`src/sv/pstmr_pkg.sv`:
```
// ----------------------------------------------------------------------------
// pstmr_pkg
// Shared types, constants and helpers for the prescaled timer.
// ----------------------------------------------------------------------------
`default_nettype none

package pstmr_pkg;

    // operation codes carried on the input tuser
    typedef enum logic [1:0] {
        OP_TICK         = 2'd0,
        OP_WR_COUNTER   = 2'd1,
        OP_WR_CONTROL   = 2'd2
    } op_t;

    localparam int          DATA_W             = 8;
    localparam int          PRESCALE_W         = 10;
    localparam int          DELAY_W            = 3;
    localparam int          CTRL_ENABLE_BIT    = 2;
    localparam logic [DELAY_W-1:0] RELOAD_DELAY_TICKS = 3'd4;
    localparam logic [DATA_W-1:0]  COUNTER_MAX        = 8'hFF;

    // one input beat
    typedef struct packed {
        logic [1:0]        op;
        logic [DATA_W-1:0] data;
    } item_t;

    // one result beat
    typedef struct packed {
        logic [DATA_W-1:0] counter_value;
        logic              timer_interrupt;
    } result_t;

    // timer state visible to the top level for checking
    typedef struct packed {
        logic               enabled;
        logic [DELAY_W-1:0] reload_delay;
    } status_t;

    // prescaler period for each rate code
    function automatic logic [PRESCALE_W:0] period_of(input logic [1:0] rate);
        logic [PRESCALE_W:0] p;
        case (rate)
            2'd0:    p = 11'd1024;
            2'd1:    p = 11'd16;
            2'd2:    p = 11'd64;
            2'd3:    p = 11'd256;
            default: p = 11'd1024;
        endcase
        return p;
    endfunction

endpackage

`default_nettype wire

```
`src/sv/pstmr_in_stage.sv`:
```
// ----------------------------------------------------------------------------
// pstmr_in_stage
// Input register: holds one beat until the core can take it.
// ----------------------------------------------------------------------------
`default_nettype none

module pstmr_in_stage
(
    input  wire logic                      clk,
    input  wire logic                      rst_n,
    input  wire logic                      s_tvalid,
    output logic                           s_tready,
    input  wire logic [7:0]                s_tdata,   // write_data[7:0]
    input  wire logic [1:0]                s_tuser,   // operation[1:0]
    input  wire logic                      take,      // core consumes the held beat
    output logic                           item_valid,
    output pstmr_pkg::item_t               item
);

    import pstmr_pkg::*;

    logic  valid_reg;
    logic  valid_next;
    item_t item_reg;

    // accept when empty or when the held beat leaves this cycle
    assign s_tready   = !valid_reg || take;
    assign valid_next = (s_tvalid && s_tready) ? 1'b1 : (take ? 1'b0 : valid_reg);

    // valid flag
    always_ff @(posedge clk or negedge rst_n)
    begin
        if (!rst_n)
        begin
            valid_reg <= 1'b0;
        end
        else
        begin
            valid_reg <= valid_next;
        end
    end

    // payload
    always_ff @(posedge clk)
    begin
        if (s_tvalid && s_tready)
        begin
            item_reg.op   <= s_tuser;
            item_reg.data <= s_tdata;
        end
    end

    assign item_valid = valid_reg;
    assign item       = item_reg;

endmodule

`default_nettype wire

```
`src/sv/pstmr_core.sv`:
```
// ----------------------------------------------------------------------------
// pstmr_core
// Timer state and its update for one beat.
// ----------------------------------------------------------------------------
`default_nettype none

module pstmr_core
(
    input  wire logic                      clk,
    input  wire logic                      rst_n,
    input  wire logic                      reload_we,
    input  wire logic [7:0]                reload_data,
    input  wire logic                      fire,
    input  wire pstmr_pkg::item_t          item,
    output pstmr_pkg::result_t             result,
    output pstmr_pkg::status_t             status
);

    import pstmr_pkg::*;

    logic [DATA_W-1:0]     reload_reg;
    logic [DATA_W-1:0]     counter_reg,   counter_next;
    logic [PRESCALE_W-1:0] prescale_reg,  prescale_next;
    logic                  enabled_reg,   enabled_next;
    logic [1:0]            rate_reg,      rate_next;
    logic [DELAY_W-1:0]    delay_reg,     delay_next;
    logic                  irq;
    logic [PRESCALE_W:0]   pre_inc;

    assign pre_inc = {1'b0, prescale_reg} + 11'd1;

    // next state for the beat in the input register
    always_comb
    begin
        counter_next  = counter_reg;
        prescale_next = prescale_reg;
        enabled_next  = enabled_reg;
        rate_next     = rate_reg;
        delay_next    = delay_reg;
        irq           = 1'b0;
        case (op_t'(item.op))
            OP_TICK:
            begin
                // pending reload counts down first
                if (delay_reg != '0)
                begin
                    delay_next = delay_reg - 3'd1;
                    if (delay_next == '0)
                    begin
                        counter_next = reload_reg;
                        irq          = 1'b1;
                    end
                end
                // prescaler and counter advance
                if (enabled_reg)
                begin
                    if (pre_inc >= period_of(rate_reg))
                    begin
                        prescale_next = '0;
                        if (counter_next == COUNTER_MAX)
                        begin
                            counter_next = '0;
                            delay_next   = RELOAD_DELAY_TICKS;
                        end
                        else
                        begin
                            counter_next = counter_next + 8'd1;
                        end
                    end
                    else
                    begin
                        prescale_next = pre_inc[PRESCALE_W-1:0];
                    end
                end
            end
            OP_WR_COUNTER:
            begin
                counter_next = item.data;
                delay_next   = '0;
            end
            OP_WR_CONTROL:
            begin
                // only a write that enables a stopped timer counts
                if (!enabled_reg && item.data[CTRL_ENABLE_BIT])
                begin
                    enabled_next  = 1'b1;
                    rate_next     = item.data[1:0];
                    prescale_next = '0;
                end
            end
            default:
            begin
            end
        endcase
    end

    // state registers
    always_ff @(posedge clk or negedge rst_n)
    begin
        if (!rst_n)
        begin
            reload_reg   <= '0;
            counter_reg  <= '0;
            prescale_reg <= '0;
            enabled_reg  <= 1'b0;
            rate_reg     <= 2'd0;
            delay_reg    <= '0;
        end
        else
        begin
            if (reload_we)
            begin
                reload_reg <= reload_data;
            end
            if (fire)
            begin
                counter_reg  <= counter_next;
                prescale_reg <= prescale_next;
                enabled_reg  <= enabled_next;
                rate_reg     <= rate_next;
                delay_reg    <= delay_next;
            end
        end
    end

    assign result.counter_value   = counter_next;
    assign result.timer_interrupt = irq;
    assign status.enabled         = enabled_reg;
    assign status.reload_delay    = delay_reg;

endmodule

`default_nettype wire

```
`src/sv/pstmr_out_stage.sv`:
```
// ----------------------------------------------------------------------------
// pstmr_out_stage
// Result register toward the output stream.
// ----------------------------------------------------------------------------
`default_nettype none

module pstmr_out_stage
(
    input  wire logic                      clk,
    input  wire logic                      rst_n,
    input  wire logic                      load,      // a result is produced
    input  wire pstmr_pkg::result_t        result,
    output logic                           can_load,  // register free this cycle
    output logic                           m_tvalid,
    input  wire logic                      m_tready,
    output logic [7:0]                     m_tdata,   // counter_value[7:0]
    output logic [0:0]                     m_tuser    // timer_interrupt
);

    import pstmr_pkg::*;

    logic    valid_reg;
    result_t result_reg;

    assign can_load = !valid_reg || m_tready;

    // valid flag
    always_ff @(posedge clk or negedge rst_n)
    begin
        if (!rst_n)
        begin
            valid_reg <= 1'b0;
        end
        else if (can_load)
        begin
            valid_reg <= load;
        end
    end

    // payload
    always_ff @(posedge clk)
    begin
        if (load && can_load)
        begin
            result_reg <= result;
        end
    end

    assign m_tvalid   = valid_reg;
    assign m_tdata    = result_reg.counter_value;
    assign m_tuser[0] = result_reg.timer_interrupt;

endmodule

`default_nettype wire

```
`src/sv/prescaled_timer_with_delayed_reload.sv`:
```
// ----------------------------------------------------------------------------
// prescaled_timer_with_delayed_reload
// 8-bit prescaled timer with delayed reload and interrupt pulse.
// ----------------------------------------------------------------------------
// Each input beat is a tick, a counter write or a control write (tuser), and
// each beat yields exactly one result beat with the counter after it and the
// interrupt flag. A beat passes through an input register, the state update
// in the core, and a result register. The state update is combinational, so
// throughput is one beat per clock while the output is ready. The reload
// value is written through reload_we/reload_data while idle: the user must
// keep to this, as the block does not enforce it.
`default_nettype none

module prescaled_timer_with_delayed_reload
(
    input  wire logic       clk,
    input  wire logic       rst_n,
    input  wire logic       reload_we,
    input  wire logic [7:0] reload_data,
    input  wire logic       s_tvalid,
    output logic            s_tready,
    input  wire logic [7:0] s_tdata,   // write_data[7:0]
    input  wire logic [1:0] s_tuser,   // operation[1:0]
    output logic            m_tvalid,
    input  wire logic       m_tready,
    output logic [7:0]      m_tdata,   // counter_value[7:0]
    output logic [0:0]      m_tuser    // timer_interrupt
);

    import pstmr_pkg::*;

    logic    item_valid;
    item_t   item;
    result_t result;
    status_t status;
    logic    can_load;
    logic    fire;

    // a held beat moves on when the result register is free
    assign fire = item_valid && can_load;

    pstmr_in_stage u_in (
        .clk        (clk),
        .rst_n      (rst_n),
        .s_tvalid   (s_tvalid),
        .s_tready   (s_tready),
        .s_tdata    (s_tdata),
        .s_tuser    (s_tuser),
        .take       (fire),
        .item_valid (item_valid),
        .item       (item)
    );

    pstmr_core u_core (
        .clk         (clk),
        .rst_n       (rst_n),
        .reload_we   (reload_we),
        .reload_data (reload_data),
        .fire        (fire),
        .item        (item),
        .result      (result),
        .status      (status)
    );

    pstmr_out_stage u_out (
        .clk      (clk),
        .rst_n    (rst_n),
        .load     (fire),
        .result   (result),
        .can_load (can_load),
        .m_tvalid (m_tvalid),
        .m_tready (m_tready),
        .m_tdata  (m_tdata),
        .m_tuser  (m_tuser)
    );

`ifndef SYNTH
    // reload countdown never exceeds its start value
    a_delay_range: assert property (@(posedge clk) disable iff (!rst_n)
        status.reload_delay <= RELOAD_DELAY_TICKS)
        else $error("reload delay out of range");

    // once enabled the timer stays enabled
    a_enable_sticky: assert property (@(posedge clk) disable iff (!rst_n)
        status.enabled |=> status.enabled)
        else $error("timer was disabled");

    // a stalled output keeps the held input beat
    a_hold_input: assert property (@(posedge clk) disable iff (!rst_n)
        (item_valid && m_tvalid && !m_tready) |=> item_valid)
        else $error("input beat dropped under stall");
`endif

endmodule

`default_nettype wire
```
`config.mk`:
```
export PLATFORM = sky130hd
export DESIGN_NAME = prescaled_timer_with_delayed_reload
export DESIGN_NICKNAME = d
export VERILOG_FILES = /design/src/sv/pstmr_pkg.sv /design/src/sv/pstmr_in_stage.sv /design/src/sv/pstmr_core.sv /design/src/sv/pstmr_out_stage.sv /design/src/sv/prescaled_timer_with_delayed_reload.sv
export SDC_FILE = /design/constraint.sdc
export NUM_CORES = 1
export LEC_CHECK = 0
export BUFFER_PORTS_ARGS = -buffer_cell sky130_fd_sc_hd__buf_4
export CORE_MARGIN = 2
export CORE_UTILIZATION = 35
export DETAILED_ROUTE_END_ITERATION = 10
export SYNTH_ARGS = -nofsm -noshare
export SYNTH_HDL_FRONTEND = slang
export SYNTH_HIERARCHICAL = 1
export SYNTH_SLANG_ARGS = --single-unit
```
`constraint.sdc`:
```
create_clock -name clk -period 3.6 [get_ports clk]
set_input_delay 0.36 -clock clk [delete_from_list [all_inputs] [get_ports clk]]
set_output_delay 0.36 -clock clk [all_outputs]
set_load 0.005 [all_outputs]
```
==> results of run 1 <==
## area by class of cell
class | instances | area [sq um]
multi-input combinational | 200 | 1440
sequential | 53 | 1420
fill | 812 | 4870
tap | 105 | 131
timing repair buffer | 33 | 248
inverter | 12 | 45.0
clock inverter | 3 | 28.8
clock buffer | 5 | 68.8
## worst max-delay path: cells and delay by family, from the launching register on
| family | cells | cell delay (ps) |
|---|---|---|
| compound gates | 4 | 1280 |
| fa+ha+maj | 2 | 630 |
| simple gates | 3 | 600 |
| flops | 1 | 470 |
| buf+inv | 1 | 160 |
| xor+xnor | 1 | 140 |
## power by group through the flow
| stage | sequential, mW | clock (mW) | combinational [mW] |
|---|---|---|---|
| after detailed placement | 0.874 | 0 | 0.739 |
| after floorplan | 0.841 | 0 | 0.576 |
| final | 0.863 | 0.353 | 0.744 |
| after global placement | 0.868 | 0 | 0.728 |
| after global routing | 0.881 | 0.392 | 0.831 |
| after CTS | 0.862 | 0.372 | 0.744 |
## final timing paths
path                       slack (ps)                    from                endpoint  cells past startpoint
setup / recovery                  240  u_core/prescale_reg[0]  u_core/prescale_reg[4]                     11
hold / removal                     -4                   rst_n    u_core/reload_reg[6]                      1
setup reg to reg                  240  u_core/prescale_reg[0]  u_core/prescale_reg[4]                     11
hold reg to reg                   530  u_core/prescale_reg[7]  u_core/prescale_reg[7]                      1
max in group asynchronous        3270                   rst_n  u_core/prescale_reg[5]                      1
min in group clk                  220              s_tuser[0]            u_in/item[8]                      1
## layer usage
metal | part of all wire (%) | global-route usage (%) | vias up | routed length [um]
met4 | 0.63 | 3.40 | 0 | 40
met5 | 0 | 0 | - | 0
met1 | 48 | 20.7 | 1038 | 3060
met3 | 4.9 | 2.09 | 2 | 307
li1 | - | - | 1077 | -
met2 | 46 | 23.8 | 57 | 2910
## layout by cell type (no fill, tap or decap), drive strengths merged, types with 5 or more instances in the layout
cell type  count
nor2          18
buf           33
nand3         10
nand2b         7
mux2i          8
nor2b          6
o21ai         10
nand2         24
ha            10
edfxtp        19
nand4          6
mux2          13
a21oi         24
dfrtp         34
clkbuf         5
a31oi          7
inv           14
==> out/metrics.yaml, run 1 <==
status:
  status: "finished, violations left"
  violations: "negative hold slack"
critical_path:
  worst_setup_path_end_kind: "flip-flop"
  worstPathRequired_ps: 3830
  path_cells: "ha_1 -> nand2_1 -> or3_1 -> xnor2_1 -> ha_1 -> nand2_1 -> a31oi_2 -> a211oi_4 -> o2111a_1 -> inv_1 -> o21ai_0"
  cp_max_fo: 13
  cp_slowest_stage_delay_ps: 570
  critPathKind: "reg -> reg"
  start_kind: "flip-flop"
  crit_slowest_cell: "o2111a_1"
  worstPathArrival_ps: 3580
power_and_ir_drop:
  power.leakage_nw: 1.44
  combPwrFrac_pct: 38.0
  pwr-share-seq_pct: 44.0
  ir_drop_v: 0.000265
  sw_frac_of_total_pct: 37.5
  power.internal_mw: 1.23
  power.density_nw_per_um2: 579
  p_switching_mw: 0.736
  clockPowerShare_pct: 18.0
  power_mw: 1.96
logic_synthesis:
  ys_warn_count: 6
  synth_nets: 312
  syn_inst: 279
  netlist_area_sq_um: 3000
  syn-mean-instance-area_sq_um: 10.7
place:
  gp_congestion: 0.863
  dp_hpwl_um: 4670
  place_area_sq_um: 3290
  placedCellCount: 403
  port_buffers: 33
  pre_cts_ws_ps: 236
routing:
  drtAntennaViolNets: 0
  wl_per_cell_um: 15.4
  vias_per_cell: 5.29
  drc: 0
  firstDrtPassIters: 4
  dr_total_vias: 2174
  postRouteWirelength_um: 6320
  drt_iter0_drc: 153
grt:
  grt_pass1_vias: 2069
  grt_pass1_wl_um: 10400
  grt_max_degree: 35
  antenna_found_initial: 0
  overflow: 0
  gr-usage-all-layers_pct: 14.6
sta:
  worstMarginPinSlew_ps: 809
  hold_viol_final: 6
  fmax_mhz: 298
  relSlewSlack_pct: 46.0
  skew_ps: 12.0
  worst_slack_ps: 243
  timing.final.crit_period_ps: 3360
  rsz0062_at_grt: "false"
  final-setup-viol-count: 0
  final_max_slew_viol_count: 0
  fin_hold_ws_ps: -3.50
  fin_setup_tns_ps: 0
  period_share_pct: 93.2
cts:
  cts_resized: 0
  cts_tree: "yes"
  cts_max_level: 2
  hold_buffers: 0
  cts.sinks: 53
  clk_latency_ps: 300
  clk_pin_slew_worst_paths_ps: 110
  root_buffer: "clkbuf_8"
  post-cts-setup-buffer-count: 0
  numCtsBuffers: 5
  clockBufferDepth: 2
floorplanning:
  die_w_um: 96.6
  io_pins: 34
  die_area_sq_um: 9330
  die_h_um: 96.6
  core-area_sq_um: 8260
  start_util_pct: 36.3
  rows: 33
finish:
  final_nets: 338
  area_growth_pct: 12.9
  final_util_pct: 41.0
  drive_gt1_share_pct: 24.5
  design_area_sq_um: 3390
  antenna_cells: 0
  layout.cells.non_filler: 411
run:
  max-cap-violations: 0
hold_path:
  hold_class: "in -> async"
(Power assumes the default switching activity.)
==> inputs of run 2 (changes only) <==
--- a/config.mk
+++ b/config.mk
@@ -5,6 +5,7 @@
 export SDC_FILE = /design/constraint.sdc
 export NUM_CORES = 1
 export LEC_CHECK = 0
+export ABC_AREA = 1
 export BUFFER_PORTS_ARGS = -buffer_cell sky130_fd_sc_hd__buf_4
 export CORE_MARGIN = 2
 export CORE_UTILIZATION = 35
==> run 2 against run 1 <==
  * The flow now finishes without violations
  * Synthesized area increased by 0.42%
  * Core utilization increased by 0.083 points
  * Non-clock buffer count stayed put
  * Clock power is 5.9% lower
  * Global-route usage is 0.53 points lower
  * Register-to-register slack better by 340 ps
  * Sequential cell count unchanged
  * Critical path type unchanged
==> out/metrics.yaml, run 2 <==
logic_synthesis:
  ys_warn_count: 6
  synth_nets: 397
  syn-mean-instance-area_sq_um: 8.27
  netlist_area_sq_um: 3010
  syn_inst: 364
finish:
  mostFrequentLayoutCells: "nand2_1, inv_1, dfrtp_1"
  drive_gt1_share_pct: 20.1
  antenna_cells: 0
  multi_input_area_sq_um: 1280
  register_area_sq_um: 1420
  layout.cells.non_filler: 503
  final_common_cell: "nand2_1"
  final_nets: 430
  area_growth_pct: 13.2
  n_fill_cell: 822
grt:
  grtUsageMet3_pct: 2.82
  grt_pass1_vias: 2408
  antenna_found_initial: 0
  use_met2_pct: 23.1
  overflow: 0
  gr-usage-all-layers_pct: 14.1
  grt_max_degree: 35
  busiest_layer: "met2"
  grt_use_met1_pct: 19.3
  grt_pass1_wl_um: 11000
power_and_ir_drop:
  ir_drop_v: 0.000207
  power.density_nw_per_um2: 569
  power.leakage_nw: 1.67
routing:
  drc: 0
  postRouteWirelength_um: 6220
  vias_per_cell: 4.75
  drt_iter0_drc: 130
  wl_per_cell_um: 12.4
  firstDrtPassIters: 4
  dr_total_vias: 2388
  drtAntennaViolNets: 0
sta:
  skew_ps: 9.04
  worstMarginPinSlew_ps: 1030
  relSlewSlack_pct: 31.6
  final_max_slew_viol_count: 0
  rsz0062_at_grt: "false"
  period_share_pct: 83.7
  fmax_mhz: 332
  final-setup-viol-count: 0
  timing.final.crit_period_ps: 3010
  hold_viol_final: 0
  fin_setup_tns_ps: 0
place:
  dp_hpwl_um: 4590
  placedCellCount: 495
  port_buffers: 33
  gp_congestion: 0.902
cts:
  cts_resized: 0
  numCtsBuffers: 5
  cts.sinks: 53
  clockBufferDepth: 2
  clk_latency_ps: 300
  clk_pin_slew_worst_paths_ps: 100
  post-cts-setup-buffer-count: 0
  cts_max_level: 2
  cts_tree: "yes"
  root_buffer: "clkbuf_8"
  hold_buffers: 0
floorplanning:
  rows: 33
  die_area_sq_um: 9360
  io_pins: 34
  die_h_um: 96.8
  core-area_sq_um: 8300
  start_util_pct: 36.3
  die_w_um: 96.8
status:
  status: "finished, final reports clean"
critical_path:
  worstPathRequired_ps: 3660
  crit_slowest_cell: "dfrtp_1"
  cp_slowest_stage_delay_ps: 420
  worst_setup_path_end_kind: "flip-flop"
  critPathKind: "reg -> reg"
  critPathTopFamily: "simple AND/OR/NAND/NOR gates"
  crit_top_cell: "nand2_1"
  worstPathArrival_ps: 3080
  path_cells: "ha_1 -> nand2_1 -> nor2_1 -> inv_1 -> nor2_1 -> inv_1 -> nor2_1 -> nand2_1 -> xor2_1 -> ha_1 -> nand4_1 -> nor2_1 -> nand3_1 -> nand2_1 -> nand2_2 -> nand3_2 -> nand2_1 -> inv_1 -> nand2_1 -> nand3_1 -> nand2_2"
  start_kind: "flip-flop"
  cp_max_fo: 11
  crit_buf_inv: 3
hold_path:
  hold_class: "in -> async"
run:
  max-cap-violations: 0
-- run 2: final cells by class --
| cell class | instances | share of cell area, % |
|---|---|---|
| Clock inverter | 3 | 0.477 |
| Inverter | 65 | 7.23 |
| Sequential cell | 53 | 41.7 |
| Clock buffer | 5 | 2.02 |
| Tap cell | 105 | 3.85 |
| Multi-Input combinational cell | 239 | 37.5 |
| Timing Repair Buffer | 33 | 7.27 |
-- run 2: worst register-to-register path, stage by stage, from the launching register on --
cell and delay (ps):
dfrtp_1 420, ha_1 190, nand2_1 70, nor2_1 80, inv_1 50, nor2_1 80
inv_1 70, nor2_1 120, nand2_1 80, xor2_1 160, ha_1 330, nand4_1 100
nor2_1 120, nand3_1 80, nand2_1 80, nand2_2 60, nand3_2 180, nand2_1 200
inv_1 120, nand2_1 50, nand3_1 90, nand2_2 60
-- run 2: path summary, 6_finish.rpt --
check,start,to,slack (ps),cells after the start
max,u_core/prescale_reg[1],u_out/m_tdata[5],590,21
min,rst_n,u_core/reload_reg[0],2,1
max reg2reg,u_core/prescale_reg[1],u_out/m_tdata[5],590,21
min reg2reg,u_in/item[1],u_core/rate_reg[1],510,2
max in group asynchronous,rst_n,u_core/enabled_reg,3280,1
min in group clk,s_tdata[6],u_in/item[6],220,1
-- run 2: per-layer routing --
layer,part of all wire (%),vias up
met5,0,-
li1,-,1223
met3,4.3,2
met2,46,61
met4,0.66,0
met1,49,1102
-- run 2: per-stage QoR --
step | hold WS, ps | setup WS (ps) | util, % | power (mW) | instance area, sq um
floorplan | 64.4 | 1030 | - | 1.43 | 3010
global placement | 357 | 758 | 40.1 | 1.60 | 3320
detailed placement | 358 | 630 | 40.1 | 1.62 | 3320
CTS | 17.9 | 612 | 41.1 | 1.96 | 3410
global route | 28.9 | 257 | 41.1 | 2.11 | 3410
finish | 2.18 | 586 | 41.1 | 1.94 | 3410
-- run 2: where the power goes --
| part | switching [mW] | internal, mW |
|---|---|---|
| Combinational | 0.450 | 0.278 |
| Sequential | 0.107 | 0.772 |
| Clock | 0.197 | 0.135 |
==> inputs of run 3 (changes only) <==
==> constraint.sdc (replaced) <==
create_clock -name clk -period 2.7 [get_ports clk]
set_input_delay 0.27 -clock clk [delete_from_list [all_inputs] [get_ports clk]]
set_output_delay 0.27 -clock clk [all_outputs]
set_load 0.005 [all_outputs]
==> run 3 against run 2 <==
  * Sequential cell count stayed put
  * Worst setup slack worse by 610 ps
  * The flow now finishes with violations (negative setup slack)
  * Design area is 7.6% higher
  * Highest routed layer unchanged
==> out/metrics.yaml, run 3 (synthesis results as in run 2) <==
status:
  violations: "negative setup slack"
  status: "finished, violations left"
sta:
  skew_ps: 6.03
  hold_viol_final: 0
  worst_slack_ps: -26.9
  final_max_slew_viol_count: 0
  fin_setup_tns_ps: -71.7
  relSlewSlack_pct: 57.9
  final-setup-viol-count: 5
  worstMarginPinSlew_ps: 629
  fmax_mhz: 367
  period_share_pct: 101
  rsz0062_at_grt: "true"
  timing.final.crit_period_ps: 2730
  fin_hold_ws_ps: 132
routing:
  wl_per_cell_um: 12.5
  firstDrtPassIters: 5
  postRouteWirelength_um: 6570
  dr_total_vias: 2539
  wl_met3_um: 321
  drtAntennaViolNets: 0
  drt_iter0_drc: 223
  drc: 0
  maxUsedRoutingLayer: "met4"
  drt-met1-wl_um: 3240
  vias_per_cell: 4.84
  routed-wl-met2_um: 2860
finish:
  n_fill_cell: 802
  area_growth_pct: 21.9
  final_util_pct: 44.2
  antenna_cells: 0
  drive_gt1_share_pct: 28.8
  final_common_cell: "nand2_1"
  final_nets: 452
  mostFrequentLayoutCells: "nand2_1, inv_1, buf_4"
cts:
  cts.sinks: 53
  numCtsBuffers: 5
  clk_latency_ps: 310
  cts_tree: "yes"
  clk_pin_slew_worst_paths_ps: 100
  clockBufferDepth: 2
  cts_max_level: 2
  root_buffer: "clkbuf_8"
floorplanning:
  die_w_um: 96.8
  die_area_sq_um: 9360
  die_h_um: 96.8
  core-area_sq_um: 8300
  start_util_pct: 36.3
  io_pins: 34
  rows: 33
critical_path:
  worst_setup_path_end_kind: "flip-flop"
  worstPathArrival_ps: 2800
  worstPathRequired_ps: 2770
  critPathKind: "reg -> reg"
  start_kind: "flip-flop"
  rr_worst_depth: 22
  cp_max_fo: 7
grt:
  gr-usage-all-layers_pct: 14.7
  grt_max_degree: 35
  grt_pass1_wl_um: 11400
  antenna_found_initial: 0
  overflow: 0
  grt_pass1_vias: 2533
power_and_ir_drop:
  power_mw: 2.90
  power.leakage_nw: 1.79
  ir_drop_v: 0.000274
  power.density_nw_per_um2: 791
hold_path:
  hold_class: "in -> reg"
  whs_path_depth: 1
place:
  dp_hpwl_um: 4730
  pre_cts_ws_ps: -66.4
  gp_congestion: 0.839
  port_buffers: 33
run:
  max-cap-violations: 0
[run 3: worst paths after layout]
check                           slack, ps              startpoint                      to
worst max-delay path                  -30  u_core/prescale_reg[1]        u_out/m_tdata[2]
worst min register to register        500            u_in/item[1]      u_core/rate_reg[1]
min in group asynchronous             450                   rst_n  u_core/prescale_reg[4]
max in group asynchronous            1930                   rst_n   u_core/counter_reg[6]
worst min-delay path                  130              s_tuser[1]            u_in/item[9]
worst max register to register        -30  u_core/prescale_reg[1]        u_out/m_tdata[2]
[run 3: timing repair]
action | 4_1_cts | 5_1_grt
pin swaps | 1 | 7
setup endpoints to repair | 14 | 29
hold buffers | 1 | 0
resized for setup | 4 | 21
buffers inserted | 0 | 5
hold endpoints to repair | 34 | 0
[run 3: through the flow]
| stage | instance area (sq um) | instances |
|---|---|---|
| 2_1_floorplan | 3010 | 364 |
| 3_3_place_gp | 3440 | 511 |
| 3_5_place_dp | 3440 | 511 |
| 4_1_cts | 3580 | 520 |
| 5_1_grt | 3670 | 525 |
| 6_report | 3670 | 525 |
[run 3: area by class of cell]
cell class / instances / area [sq um] / area share, %
Timing Repair Buffer: 55 / 419 / 11.4
Multi-Input combinational cell: 239 / 1340 / 36.5
Tap cell: 105 / 131 / 3.58
Clock buffer: 5 / 68.8 / 1.88
Inverter: 65 / 246 / 6.72
Clock inverter: 3 / 43.8 / 1.19
Sequential cell: 53 / 1420 / 38.7
[run 3: critical path, stage by stage, from the launching register on]
cell	delay, ps
dfrtp_1	370
ha_2	190
nand2_2	60
nor2_1	80
inv_1	50
nor2_1	80
inv_1	60
nor2_2	110
nand2_2	70
xor2_2	150
ha_1	310
nand4_1	100
nor2_1	90
nand3_1	80
nand2_1	80
nand2_2	70
nand3_4	90
buf_6	130
nand3_1	80
nand2_1	80
inv_1	40
nand2_1	70
nand2_2	50
[run 3: metal layers]
layer	track usage, %	up-vias
met5	0	-
li1	-	1270
met2	23.2	78
met1	20.5	1175
met3	2.60	16
met4	4.88	0
[run 3: power breakdown]
| part | internal, mW | switching [mW] |
|---|---|---|
| logic | 0.509 | 0.680 |
| clock network | 0.278 | 0.273 |
| registers | 1.03 | 0.134 |
| total | 1.82 | 1.09 |
